**src/design/gwtm_pkg.sv**
```systemverilog
// Shared types and constants of the text measure block.
// Used by the channel interfaces, the config registers, the multiplier and the top level.
`default_nettype none

package gwtm_pkg;

	localparam int SCALE_FRAC_BITS_DEF = 24;

	// field widths
	localparam int CP_W    = 16;
	localparam int ADV_W   = 16;
	localparam int KERN_W  = 16;
	localparam int MAXW_W  = 16;
	localparam int MAXL_W  = 8;
	localparam int SCALE_W = 24;
	localparam int EXT_W   = 17;
	localparam int LINE_W  = 21;
	localparam int LINES_W = 16;
	localparam int OUTW_W  = 20;
	localparam int OUTH_W  = 24;

	// shared multiplier: signed A operand times unsigned B operand
	localparam int MUL_A_W = 18;
	localparam int MUL_B_W = SCALE_W + 1;
	localparam int MUL_P_W = MUL_A_W + MUL_B_W + 1;

	localparam logic [CP_W-1:0] NEWLINE = CP_W'(10);

	// APB register map
	localparam int APB_AW = 5;
	localparam int APB_DW = 32;
	localparam logic [2:0] REG_MAX_WIDTH   = 3'd0;
	localparam logic [2:0] REG_SOFT_WRAP   = 3'd1;
	localparam logic [2:0] REG_MAX_LINES   = 3'd2;
	localparam logic [2:0] REG_SCALE       = 3'd3;
	localparam logic [2:0] REG_LINE_EXTENT = 3'd4;

	typedef struct packed {
		logic [MAXW_W-1:0]  max_width;
		logic               soft_wrap;
		logic [MAXL_W-1:0]  max_lines;
		logic [SCALE_W-1:0] scale;
		logic [EXT_W-1:0]   line_extent;
	} cfg_t;

	typedef struct packed {
		logic                      en;
		logic signed [MUL_A_W-1:0] a;
		logic [MUL_B_W-1:0]        b;
	} mul_req_t;

endpackage

`default_nettype wire

```
**src/design/gwtm_in_if.sv**
```systemverilog
// Character request channel of the text measure block.
// Depends on gwtm_pkg for field widths.
`default_nettype none

interface gwtm_in_if
	import gwtm_pkg::*;
();
	logic                     valid;
	logic                     ready;
	logic [CP_W-1:0]          codepoint;
	logic [ADV_W-1:0]         advance_units;
	logic signed [KERN_W-1:0] kern_units;
	logic                     last;

	modport source (output valid, codepoint, advance_units, kern_units, last, input ready);
	modport sink (input valid, codepoint, advance_units, kern_units, last, output ready);
endinterface

`default_nettype wire

```
**src/design/gwtm_out_if.sv**
```systemverilog
// Measurement result channel of the text measure block.
// Depends on gwtm_pkg for field widths.
`default_nettype none

interface gwtm_out_if
	import gwtm_pkg::*;
();
	logic                 valid;
	logic                 ready;
	logic [OUTW_W-1:0]    text_width;
	logic [OUTH_W-1:0]    text_height;
	logic [LINES_W-1:0]   line_count;

	modport source (output valid, text_width, text_height, line_count, input ready);
	modport sink (input valid, text_width, text_height, line_count, output ready);
endinterface

`default_nettype wire

```
**src/design/gwtm_cfg.sv**
```systemverilog
// APB configuration registers of the text measure block.
// Depends on gwtm_pkg for the register map and cfg_t.
`default_nettype none

module gwtm_cfg
	import gwtm_pkg::*;
(
	input  wire logic              clk,
	input  wire logic              arst_n,
	input  wire logic              psel,
	input  wire logic              penable,
	input  wire logic              pwrite,
	input  wire logic [APB_AW-1:0] paddr,
	input  wire logic [APB_DW-1:0] pwdata,
	output logic      [APB_DW-1:0] prdata,
	output logic                   pready,
	output cfg_t                   cfg
);

	cfg_t       cfg_q;
	logic [2:0] idx;
	logic       wr;

	assign idx    = paddr[APB_AW-1:2];
	assign pready = 1'b1;
	assign wr     = psel && penable && pwrite;
	assign cfg    = cfg_q;

	always_ff @(posedge clk or negedge arst_n) begin
		if (!arst_n) begin
			cfg_q <= '0;
		end else if (wr) begin
			case (idx)
				REG_MAX_WIDTH:   cfg_q.max_width   <= pwdata[MAXW_W-1:0];
				REG_SOFT_WRAP:   cfg_q.soft_wrap   <= pwdata[0];
				REG_MAX_LINES:   cfg_q.max_lines   <= pwdata[MAXL_W-1:0];
				REG_SCALE:       cfg_q.scale       <= pwdata[SCALE_W-1:0];
				REG_LINE_EXTENT: cfg_q.line_extent <= pwdata[EXT_W-1:0];
				default: ;
			endcase
		end
	end

	always_comb begin
		case (idx)
			REG_MAX_WIDTH:   prdata = APB_DW'(cfg_q.max_width);
			REG_SOFT_WRAP:   prdata = APB_DW'(cfg_q.soft_wrap);
			REG_MAX_LINES:   prdata = APB_DW'(cfg_q.max_lines);
			REG_SCALE:       prdata = APB_DW'(cfg_q.scale);
			REG_LINE_EXTENT: prdata = APB_DW'(cfg_q.line_extent);
			default:         prdata = '0;
		endcase
	end

endmodule

`default_nettype wire

```
**src/design/gwtm_mul.sv**
```systemverilog
// Shared multiplier with registered product and fixed-point rounding of that product.
// Depends on gwtm_pkg for operand widths and mul_req_t.
`default_nettype none

module gwtm_mul
	import gwtm_pkg::*;
#(
	parameter int SCALE_FRAC_BITS = SCALE_FRAC_BITS_DEF,
	localparam int RW = MUL_P_W + 1 - SCALE_FRAC_BITS
) (
	input  wire logic                clk,
	input  mul_req_t                 req,
	output logic signed [MUL_P_W-1:0] prod,
	output logic signed [RW-1:0]      rnd
);

	localparam int RSW = MUL_P_W + 1;
	localparam logic [RSW-1:0] HALF = RSW'(1) << (SCALE_FRAC_BITS - 1);
	localparam logic [RSW-1:0] CEIL = (RSW'(1) << SCALE_FRAC_BITS) - RSW'(1);

	logic signed [MUL_P_W-1:0] prod_q;
	logic signed [RSW-1:0]     sum_r;
	logic signed [RSW-1:0]     adj;

	always_ff @(posedge clk) begin
		if (req.en) begin
			prod_q <= MUL_P_W'(req.a * $signed({1'b0, req.b}));
		end
	end

	// add one half, then truncate toward zero: negative values round up
	always_comb begin
		sum_r = RSW'(prod_q) + $signed(HALF);
		adj   = sum_r + (sum_r[RSW-1] ? $signed(CEIL) : $signed(RSW'(0)));
	end

	assign prod = prod_q;
	assign rnd  = adj[RSW-1:SCALE_FRAC_BITS];

endmodule

`default_nettype wire

```
**src/design/greedy_wrap_text_measure.sv**
```systemverilog
// Text measure: each character request runs the shared multiplier on the advance, then the kerning,
// and the next request is taken while the previous one updates the line; the character marked last
// adds line height and height products, passing ADV, UPD, LH and HGT before its result loads the
// output register. Results wait in that register while new characters are taken.
// Async active-low reset clears config registers, line state and the sequencer.
`default_nettype none

module greedy_wrap_text_measure
	import gwtm_pkg::*;
#(
	parameter int SCALE_FRAC_BITS = SCALE_FRAC_BITS_DEF
) (
	input  wire logic              clk,
	input  wire logic              arst_n,
	gwtm_in_if.sink                char_in,
	gwtm_out_if.source             meas_out,
	input  wire logic              psel,
	input  wire logic              penable,
	input  wire logic              pwrite,
	input  wire logic [APB_AW-1:0] paddr,
	input  wire logic [APB_DW-1:0] pwdata,
	output logic      [APB_DW-1:0] prdata,
	output logic                   pready
);

	localparam int RW   = MUL_P_W + 1 - SCALE_FRAC_BITS;
	localparam int SUMW = ((RW > LINE_W + 1) ? RW : LINE_W + 1) + 2;
	localparam int LW   = ((RW > MUL_B_W + 1) ? RW : MUL_B_W + 1) + 1;
	localparam logic [LINE_W-1:0]  LINE_MAX = '1;
	localparam logic [LINES_W-1:0] LINES_MAX = '1;
	localparam logic [OUTW_W-1:0]  OUTW_MAX = '1;
	localparam logic [OUTH_W-1:0]  OUTH_MAX = '1;

	typedef enum logic [4:0] {
		S_IDLE = 5'b00001,
		S_ADV  = 5'b00010,
		S_UPD  = 5'b00100,
		S_LH   = 5'b01000,
		S_HGT  = 5'b10000
	} state_t;

	cfg_t     cfg;
	mul_req_t mreq;
	state_t   state_q, state_nx;

	logic signed [MUL_P_W-1:0] prod;
	logic signed [RW-1:0]      rnd;

	logic [CP_W-1:0]          cp_q;
	logic signed [KERN_W-1:0] kern_q;
	logic                     last_q;
	logic signed [RW-1:0]     adv_r_q;

	logic [LINE_W-1:0]  cur_q, widest_q, cur_nx, widest_nx;
	logic [LINES_W-1:0] lines_q, lines_nx, lines_inc, lines_out;
	logic               limit_q, limit_nx;

	logic                 out_valid_q;
	logic [OUTW_W-1:0]    out_w_q;
	logic [OUTH_W-1:0]    out_h_q;
	logic [LINES_W-1:0]   out_l_q;

	logic accept, load;
	logic signed [SUMW-1:0] step, cur_s, base, sum, maxw_s;
	logic                   wrap;
	logic signed [LW-1:0]   lh_big;
	logic [MUL_B_W-1:0]     lh;
	logic [LINE_W-1:0]      widest_all;
	logic [LINE_W:0]        w_big;

	gwtm_cfg u_cfg (
		.clk     (clk),
		.arst_n  (arst_n),
		.psel    (psel),
		.penable (penable),
		.pwrite  (pwrite),
		.paddr   (paddr),
		.pwdata  (pwdata),
		.prdata  (prdata),
		.pready  (pready),
		.cfg     (cfg)
	);

	gwtm_mul #(
		.SCALE_FRAC_BITS (SCALE_FRAC_BITS)
	) u_mul (
		.clk  (clk),
		.req  (mreq),
		.prod (prod),
		.rnd  (rnd)
	);

	assign char_in.ready = (state_q == S_IDLE) || (state_q == S_UPD && !last_q);
	assign accept        = char_in.valid && char_in.ready;
	assign load          = (state_q == S_HGT) && (!out_valid_q || meas_out.ready);

	// line count after the limit clamp
	assign lines_out = (cfg.max_lines != '0 && lines_q > LINES_W'(cfg.max_lines))
		? LINES_W'(cfg.max_lines) : lines_q;

	// line height plus margin; anything past 2^24 saturates the height anyway
	always_comb begin
		lh_big = LW'(rnd) + LW'(3);
		lh     = (lh_big > $signed(LW'(1 << OUTH_W))) ? MUL_B_W'(1 << OUTH_W) : lh_big[MUL_B_W-1:0];
	end

	// operand select for the shared multiplier
	always_comb begin
		mreq.en = 1'b0;
		mreq.a  = '0;
		mreq.b  = {1'b0, cfg.scale};
		if (accept) begin
			mreq.en = 1'b1;
			mreq.a  = MUL_A_W'(char_in.advance_units);
		end else begin
			case (state_q)
				S_ADV: begin
					mreq.en = 1'b1;
					mreq.a  = last_q ? '0 : MUL_A_W'(kern_q);
				end
				S_UPD: begin
					mreq.en = last_q;
					mreq.a  = MUL_A_W'(cfg.line_extent);
				end
				S_LH: begin
					mreq.en = 1'b1;
					mreq.a  = MUL_A_W'(lines_out);
					mreq.b  = lh;
				end
				default: ;
			endcase
		end
	end

	// per-character line update
	always_comb begin
		step      = SUMW'(adv_r_q) + SUMW'(rnd);
		cur_s     = $signed(SUMW'(cur_q));
		maxw_s    = $signed(SUMW'(cfg.max_width));
		lines_inc = (lines_q == LINES_MAX) ? lines_q : lines_q + LINES_W'(1);
		cur_nx    = cur_q;
		widest_nx = widest_q;
		lines_nx  = lines_q;
		limit_nx  = limit_q;
		base      = cur_s;
		wrap      = cfg.soft_wrap && cfg.max_width != '0 && (cur_s + step) > maxw_s
			&& cur_q != '0;
		sum       = '0;
		if (!limit_q) begin
			if (cp_q == NEWLINE) begin
				widest_nx = (cur_q > widest_q) ? cur_q : widest_q;
				cur_nx    = '0;
				lines_nx  = lines_inc;
			end else begin
				if (wrap) begin
					widest_nx = (cur_q > widest_q) ? cur_q : widest_q;
					lines_nx  = lines_inc;
					base      = '0;
				end
				sum = base + step;
				if (sum < 0) begin
					cur_nx = '0;
				end else if (sum > $signed(SUMW'(LINE_MAX))) begin
					cur_nx = LINE_MAX;
				end else begin
					cur_nx = sum[LINE_W-1:0];
				end
				if (cfg.max_lines != '0 && lines_nx > LINES_W'(cfg.max_lines)) begin
					limit_nx = 1'b1;
				end
			end
		end
	end

	always_comb begin
		widest_all = (cur_q > widest_q) ? cur_q : widest_q;
		w_big      = (LINE_W + 1)'(widest_all) + (LINE_W + 1)'(4);
	end

	always_comb begin
		state_nx = state_q;
		case (state_q)
			S_IDLE: if (accept) state_nx = S_ADV;
			S_ADV:  state_nx = S_UPD;
			S_UPD: begin
				if (last_q) state_nx = S_LH;
				else if (accept) state_nx = S_ADV;
				else state_nx = S_IDLE;
			end
			S_LH:   state_nx = S_HGT;
			S_HGT:  if (load) state_nx = S_IDLE;
			default: state_nx = S_IDLE;
		endcase
	end

	always_ff @(posedge clk or negedge arst_n) begin
		if (!arst_n) begin
			state_q  <= S_IDLE;
			cur_q    <= '0;
			widest_q <= '0;
			lines_q  <= LINES_W'(1);
			limit_q  <= 1'b0;
		end else begin
			state_q <= state_nx;
			if (state_q == S_UPD) begin
				cur_q    <= cur_nx;
				widest_q <= widest_nx;
				lines_q  <= lines_nx;
				limit_q  <= limit_nx;
			end else if (load) begin
				// drop the string state for the next one
				cur_q    <= '0;
				widest_q <= '0;
				lines_q  <= LINES_W'(1);
				limit_q  <= 1'b0;
			end
		end
	end

	always_ff @(posedge clk) begin
		if (accept) begin
			cp_q   <= char_in.codepoint;
			kern_q <= char_in.kern_units;
			last_q <= char_in.last;
		end
		if (state_q == S_ADV) begin
			adv_r_q <= rnd;
		end
	end

	always_ff @(posedge clk or negedge arst_n) begin
		if (!arst_n) begin
			out_valid_q <= 1'b0;
		end else if (load) begin
			out_valid_q <= 1'b1;
		end else if (meas_out.ready) begin
			out_valid_q <= 1'b0;
		end
	end

	always_ff @(posedge clk) begin
		if (load) begin
			out_w_q <= (w_big > (LINE_W + 1)'(OUTW_MAX)) ? OUTW_MAX : w_big[OUTW_W-1:0];
			out_h_q <= (prod > $signed(MUL_P_W'(OUTH_MAX))) ? OUTH_MAX : prod[OUTH_W-1:0];
			out_l_q <= lines_out;
		end
	end

	assign meas_out.valid       = out_valid_q;
	assign meas_out.text_width  = out_w_q;
	assign meas_out.text_height = out_h_q;
	assign meas_out.line_count  = out_l_q;

	a_lines_nonzero: assert property (@(posedge clk) disable iff (!arst_n)
		lines_q != '0)
		else $error("line counter reached zero");

	a_result_loads: assert property (@(posedge clk) disable iff (!arst_n)
		(state_q == S_HGT) && (!out_valid_q || meas_out.ready)
		|=> out_valid_q && (state_q == S_IDLE))
		else $error("result not loaded after height product");

	a_no_take_on_last: assert property (@(posedge clk) disable iff (!arst_n)
		accept && (state_q == S_UPD) |-> !last_q)
		else $error("request taken while closing a string");

endmodule

`default_nettype wire
```
**src/flat_wrapper.sv**
```systemverilog
// flat-port wrapper written by rule: the top's interface ports become plain ports
module greedy_wrap_text_measure_flat import gwtm_pkg::*;
#(
	parameter int SCALE_FRAC_BITS = SCALE_FRAC_BITS_DEF
)
  (clk, arst_n, psel, penable, pwrite, paddr, pwdata, prdata, pready, char_in_valid, char_in_codepoint, char_in_advance_units, char_in_kern_units, char_in_last, char_in_ready, meas_out_valid, meas_out_text_width, meas_out_text_height, meas_out_line_count, meas_out_ready);
  gwtm_in_if char_in_i ();
  gwtm_out_if meas_out_i ();
  input  wire logic clk;
  input  wire logic arst_n;
  input  wire logic psel;
  input  wire logic penable;
  input  wire logic pwrite;
  input  wire logic [APB_AW-1:0] paddr;
  input  wire logic [APB_DW-1:0] pwdata;
  output logic      [APB_DW-1:0] prdata;
  output logic pready;
  input wire logic [$bits(char_in_i.valid)-1:0] char_in_valid;
  input wire logic [$bits(char_in_i.codepoint)-1:0] char_in_codepoint;
  input wire logic [$bits(char_in_i.advance_units)-1:0] char_in_advance_units;
  input wire logic [$bits(char_in_i.kern_units)-1:0] char_in_kern_units;
  input wire logic [$bits(char_in_i.last)-1:0] char_in_last;
  output wire logic [$bits(char_in_i.ready)-1:0] char_in_ready;
  output wire logic [$bits(meas_out_i.valid)-1:0] meas_out_valid;
  output wire logic [$bits(meas_out_i.text_width)-1:0] meas_out_text_width;
  output wire logic [$bits(meas_out_i.text_height)-1:0] meas_out_text_height;
  output wire logic [$bits(meas_out_i.line_count)-1:0] meas_out_line_count;
  input wire logic [$bits(meas_out_i.ready)-1:0] meas_out_ready;
  assign char_in_i.valid = char_in_valid;
  assign char_in_i.codepoint = char_in_codepoint;
  assign char_in_i.advance_units = char_in_advance_units;
  assign char_in_i.kern_units = char_in_kern_units;
  assign char_in_i.last = char_in_last;
  assign char_in_ready = char_in_i.ready;
  assign meas_out_valid = meas_out_i.valid;
  assign meas_out_text_width = meas_out_i.text_width;
  assign meas_out_text_height = meas_out_i.text_height;
  assign meas_out_line_count = meas_out_i.line_count;
  assign meas_out_i.ready = meas_out_ready;
  greedy_wrap_text_measure #(.SCALE_FRAC_BITS(SCALE_FRAC_BITS)) u_core (.clk(clk), .arst_n(arst_n), .char_in(char_in_i), .meas_out(meas_out_i), .psel(psel), .penable(penable), .pwrite(pwrite), .paddr(paddr), .pwdata(pwdata), .prdata(prdata), .pready(pready));
endmodule
```
**config.mk**
```make
export PLATFORM = sky130hd
export DESIGN_NAME = greedy_wrap_text_measure_flat
export DESIGN_NICKNAME = d
export VERILOG_FILES = /design/src/design/gwtm_pkg.sv /design/src/design/gwtm_in_if.sv /design/src/design/gwtm_out_if.sv /design/src/design/gwtm_cfg.sv /design/src/design/gwtm_mul.sv /design/src/design/greedy_wrap_text_measure.sv /design/src/flat_wrapper.sv
export SDC_FILE = /design/constraint.sdc
export NUM_CORES = 2
export LEC_CHECK = 0
export ABC_CLOCK_PERIOD_IN_PS = 24600
export BUFFER_PORTS_ARGS = -buffer_cell sky130_fd_sc_hd__clkbuf_2
export CAP_MARGIN = 15
export CORE_MARGIN = 2
export CORE_UTILIZATION = 41
export CTS_BUF_LIST = sky130_fd_sc_hd__clkbuf_8 sky130_fd_sc_hd__clkbuf_16
export CTS_CLUSTER_DIAMETER = 80
export DETAILED_ROUTE_END_ITERATION = 8
export SETUP_SLACK_MARGIN = 0.15
export SLEW_MARGIN = 20
export SYNTH_ARGS = -nofsm -noshare
export SYNTH_HDL_FRONTEND = slang
export SYNTH_SLANG_ARGS = --single-unit
```
**constraint.sdc**
```tcl
create_clock -name clk -period 24.6 [get_ports clk]
set_clock_uncertainty 0.15 [all_clocks]
set_input_delay 2.46 -clock clk [delete_from_list [all_inputs] [get_ports clk]]
set_output_delay 2.46 -clock clk [all_outputs]
set_load 0.01 [all_outputs]
```
==> flow_metrics.env <==
export IMPL_worst_slew_pin_transition_ns=1.11
export IMPL_detail_route_iter0_violations=2144
export IMPL_hpwl_um=81900
export IMPL_finalSetupViolations=0
export IMPL_cellLeakagePower_uw=0.0169
export IMPL_final_area_um2=37200
export IMPL_fillCellCount=8030
export IMPL_fin_setup_tns_ns=0
export IMPL_design_core_area_um2=82000
export IMPL_asyncSetResetFlopFracSynth_pct=45.3
export IMPL_drt_total_wl_um=103000
export IMPL_grt_max_degree=95
export IMPL_post_place_cells=4842
export IMPL_drt_drc_violations_left=0
export IMPL_setup_worst_path_class="flop to flop"
export IMPL_synth_top_area_share_pct=21.9
export IMPL_unrepaired_setup_endpoints_after_global_routing="no"
export IMPL_critical_path_required_ns=24.95
export IMPL_synthesis_to_finish_area_growth_pct=9.89
export IMPL_placement_rows=105
export IMPL_synthTopCellsByArea="sky130_fd_sc_hd__fa_1 22%, sky130_fd_sc_hd__edfxtp_1 14%, sky130_fd_sc_hd__ha_1 11%"
export IMPL_cts_root_to_sink_buffers=3
export IMPL_irDropWorstVdd_mv=0.0753
export IMPL_wl_cell_um=20.9
export IMPL_drive_above_1_share_pct=10.5
export IMPL_clock_sinks=289
export IMPL_num_cts_buffers=38
export IMPL_drt_pass1_iterations=5
export IMPL_critical_path_peak_fanout=24
export IMPL_clkTransAtPathRegs_ns=0.07
export IMPL_relSlewSlack_pct=26.3
export IMPL_hold_ws_ns=0.367
export IMPL_finalCritPeriodShare_pct=58.4
export IMPL_clkLatencyLatePin_ns=0.58
export IMPL_post_synth_inst_count=3684
export IMPL_synth_edff_count=158
export IMPL_routed_via_density=5.50
export IMPL_hold_path_class="flop to flop"
export IMPL_grt_pass1_vias=27200
export IMPL_cts_hold_buffers=0
export IMPL_post_cts_resized=0
export IMPL_placed_cell_area_um2=36000
export IMPL_ctsRootBufferMaster="sky130_fd_sc_hd__clkbuf_16"
export IMPL_grt_antenna_before_repair=8
export IMPL_slew_violations=0
export IMPL_fin_cells=4918
export IMPL_post_route_min_period_ns=14.37
export IMPL_top_library_cells_by_usage_in_the_layout_fill_and_taps_aside="497 x sky130_fd_sc_hd__inv_1, 496 x sky130_fd_sc_hd__nand2_1, 371 x sky130_fd_sc_hd__fa_1"
export IMPL_clock_tree_htree_level_count=2
export IMPL_final_hold_viol_count=0
export IMPL_synthFlopType="sky130_fd_sc_hd__edfxtp_1"
export IMPL_worst_setup_path_end_kind="flop"
export IMPL_fp_dieH_um=291
export IMPL_yosysSeqAreaShare_pct=23.7
export IMPL_port_buffers=168
export IMPL_crit_path_top_delay_cell="sky130_fd_sc_hd__a2111oi_0"
export IMPL_status="complete, no violations"
export IMPL_netlist_area_um2=33900
export IMPL_fmaxAchievable_mhz=69.6
export IMPL_synthesized_flop_and_latch_total=289
export IMPL_timing_critical_path_from_type="flop"
export IMPL_ant_nets=0
export IMPL_worst_path_largest_cell_delay_ns=0.83
export IMPL_power_density_cell_area_nw_per_um2=126
export IMPL_clock_tree_from_tritoncts="built"
export IMPL_routed_via_count=27000
export IMPL_die_area_um2=84900
export IMPL_post_route_util_pct=45.4
export IMPL_dieWidth_um=291
export IMPL_nNetsFinal=4569
export IMPL_post_cts_setup_buffers=0
export IMPL_wire_length_of_the_first_global_routing_pass_um=161000
export IMPL_floorplan_initialDensity_pct=41.3
export IMPL_synth_lib_cells_used_distinct=90
export IMPL_grt_overall_usage_pct=24.5
export IMPL_syn_avg_cell_area_um2=9.19
export IMPL_io_pin_count=188
export IMPL_max_cap_violations=0
export IMPL_synth_top_cell_by_area="sky130_fd_sc_hd__fa_1"
export IMPL_place_gp_congestion=0.952
export IMPL_ys_warnings_count=0
export IMPL_layout_commonest_cell="sky130_fd_sc_hd__inv_1"
export IMPL_cp_data_arrival_time_ns=14.71
export IMPL_critical_path_most_common_cell="sky130_fd_sc_hd__a21oi_1"
export IMPL_overflow=0
[cell usage after synthesis (all sizes together), types with 33 or more instances]
master / n
nand2: 506
inv: 490
fa: 371
ha: 293
nor2: 220
a21oi: 167
edfxtp: 158
o21ai: 156
dfrtp: 129
xnor2: 119
clkbuf: 113
and2: 77
nand3: 64
nand2b: 62
mux2: 60
a21o: 57
nor2b: 48
and3: 46
mux2i: 46
nor3: 43
xor2: 39
nor4: 36
nand4: 33
[cell families after synthesis]
logic type | after synthesis | share of synthesized area [%]
AND/OR/NAND/NOR | 1207 | 17.0
adder cells (fa/ha/maj) | 664 | 32.8
buffers and inverters | 636 | 7.25
AO/OA/AOI/OAI | 622 | 11.9
flip-flops | 289 | 23.7
XOR/XNOR | 158 | 4.09
multiplexers | 106 | 3.36
other | 2 | 0.0222
[final cells by class]
class	instances	area (um^2)	area share, %
Multi-Input combinational cell	2767	23500	63.2
Sequential cell	289	8030	21.6
Inverter	491	1840	4.95
Tap cell	1070	1340	3.60
Timing Repair Buffer	225	1270	3.43
Clock buffer	42	1010	2.70
Clock inverter	27	203	0.545
Antenna cell	7	17.5	0.0471
[per-layer routing]
layer,global-route usage (%),vias to the layer above,wire length (um)
met2,39.2,827,47000
met5,0,-,0
li1,-,12600,-
met3,3.12,136,6590
met4,7.14,0,2870
met1,34.7,13400,46300
[per-stage QoR]
stage	setup slack, ns	total power (uW)
final	10.23	4700
after global routing	9.02	5160
after CTS	10.43	4690
after detailed placement	10.47	4110
after global placement	10.52	4090
after floorplan	12.31	3220
[worst paths after layout]
path                                        from                  end  slack (ns)  cells after the start
max                        u_core.u_mul.prod[25]      u_core.cur_q[8]       10.23                     55
min                           u_core.widest_q[1]   u_core.widest_q[1]        0.37                      1
max reg2reg                u_core.u_mul.prod[25]      u_core.cur_q[8]       10.23                     55
min reg2reg                   u_core.widest_q[1]   u_core.widest_q[1]        0.37                      1
max in group asynchronous                 arst_n    u_core.lines_q[0]       21.44                      2
min in group asynchronous                 arst_n  u_core.widest_q[10]        1.77                      1
[registers in the layout (all words and copies together) (netlist names)]
register and cells:
u_core.meas_out.text_width 20, u_core.meas_out.text_height 24, u_core.lines_q 16, u_core.adv_r_q 21, u_core.state_q 5, u_core.cp_q 16, u_core.meas_out.line_count 16, u_core.limit_q 1
u_core.kern_q 16, u_core.cur_q 21, u_core.widest_q 21, u_core.meas_out.valid 1, u_core.last_q 1, u_core.u_cfg.cfg 66, u_core.u_mul.prod 44
[critical path, delay by kind of cell (launching register included)]
kind | cells | cell delay [ns]
buf+inv | 4 | 0.86
xor+xnor | 3 | 0.70
flops | 1 | 0.59
fa+ha+maj | 5 | 1.60
compound gates | 30 | 7.33
simple gates | 13 | 3.02
[power by group]
part	total [uW]	internal, uW	switching [uW]
combinational	3360	1330	2030
clock	548	309	239
sequential	791	665	126
Power figures use the tool's default switching activity.
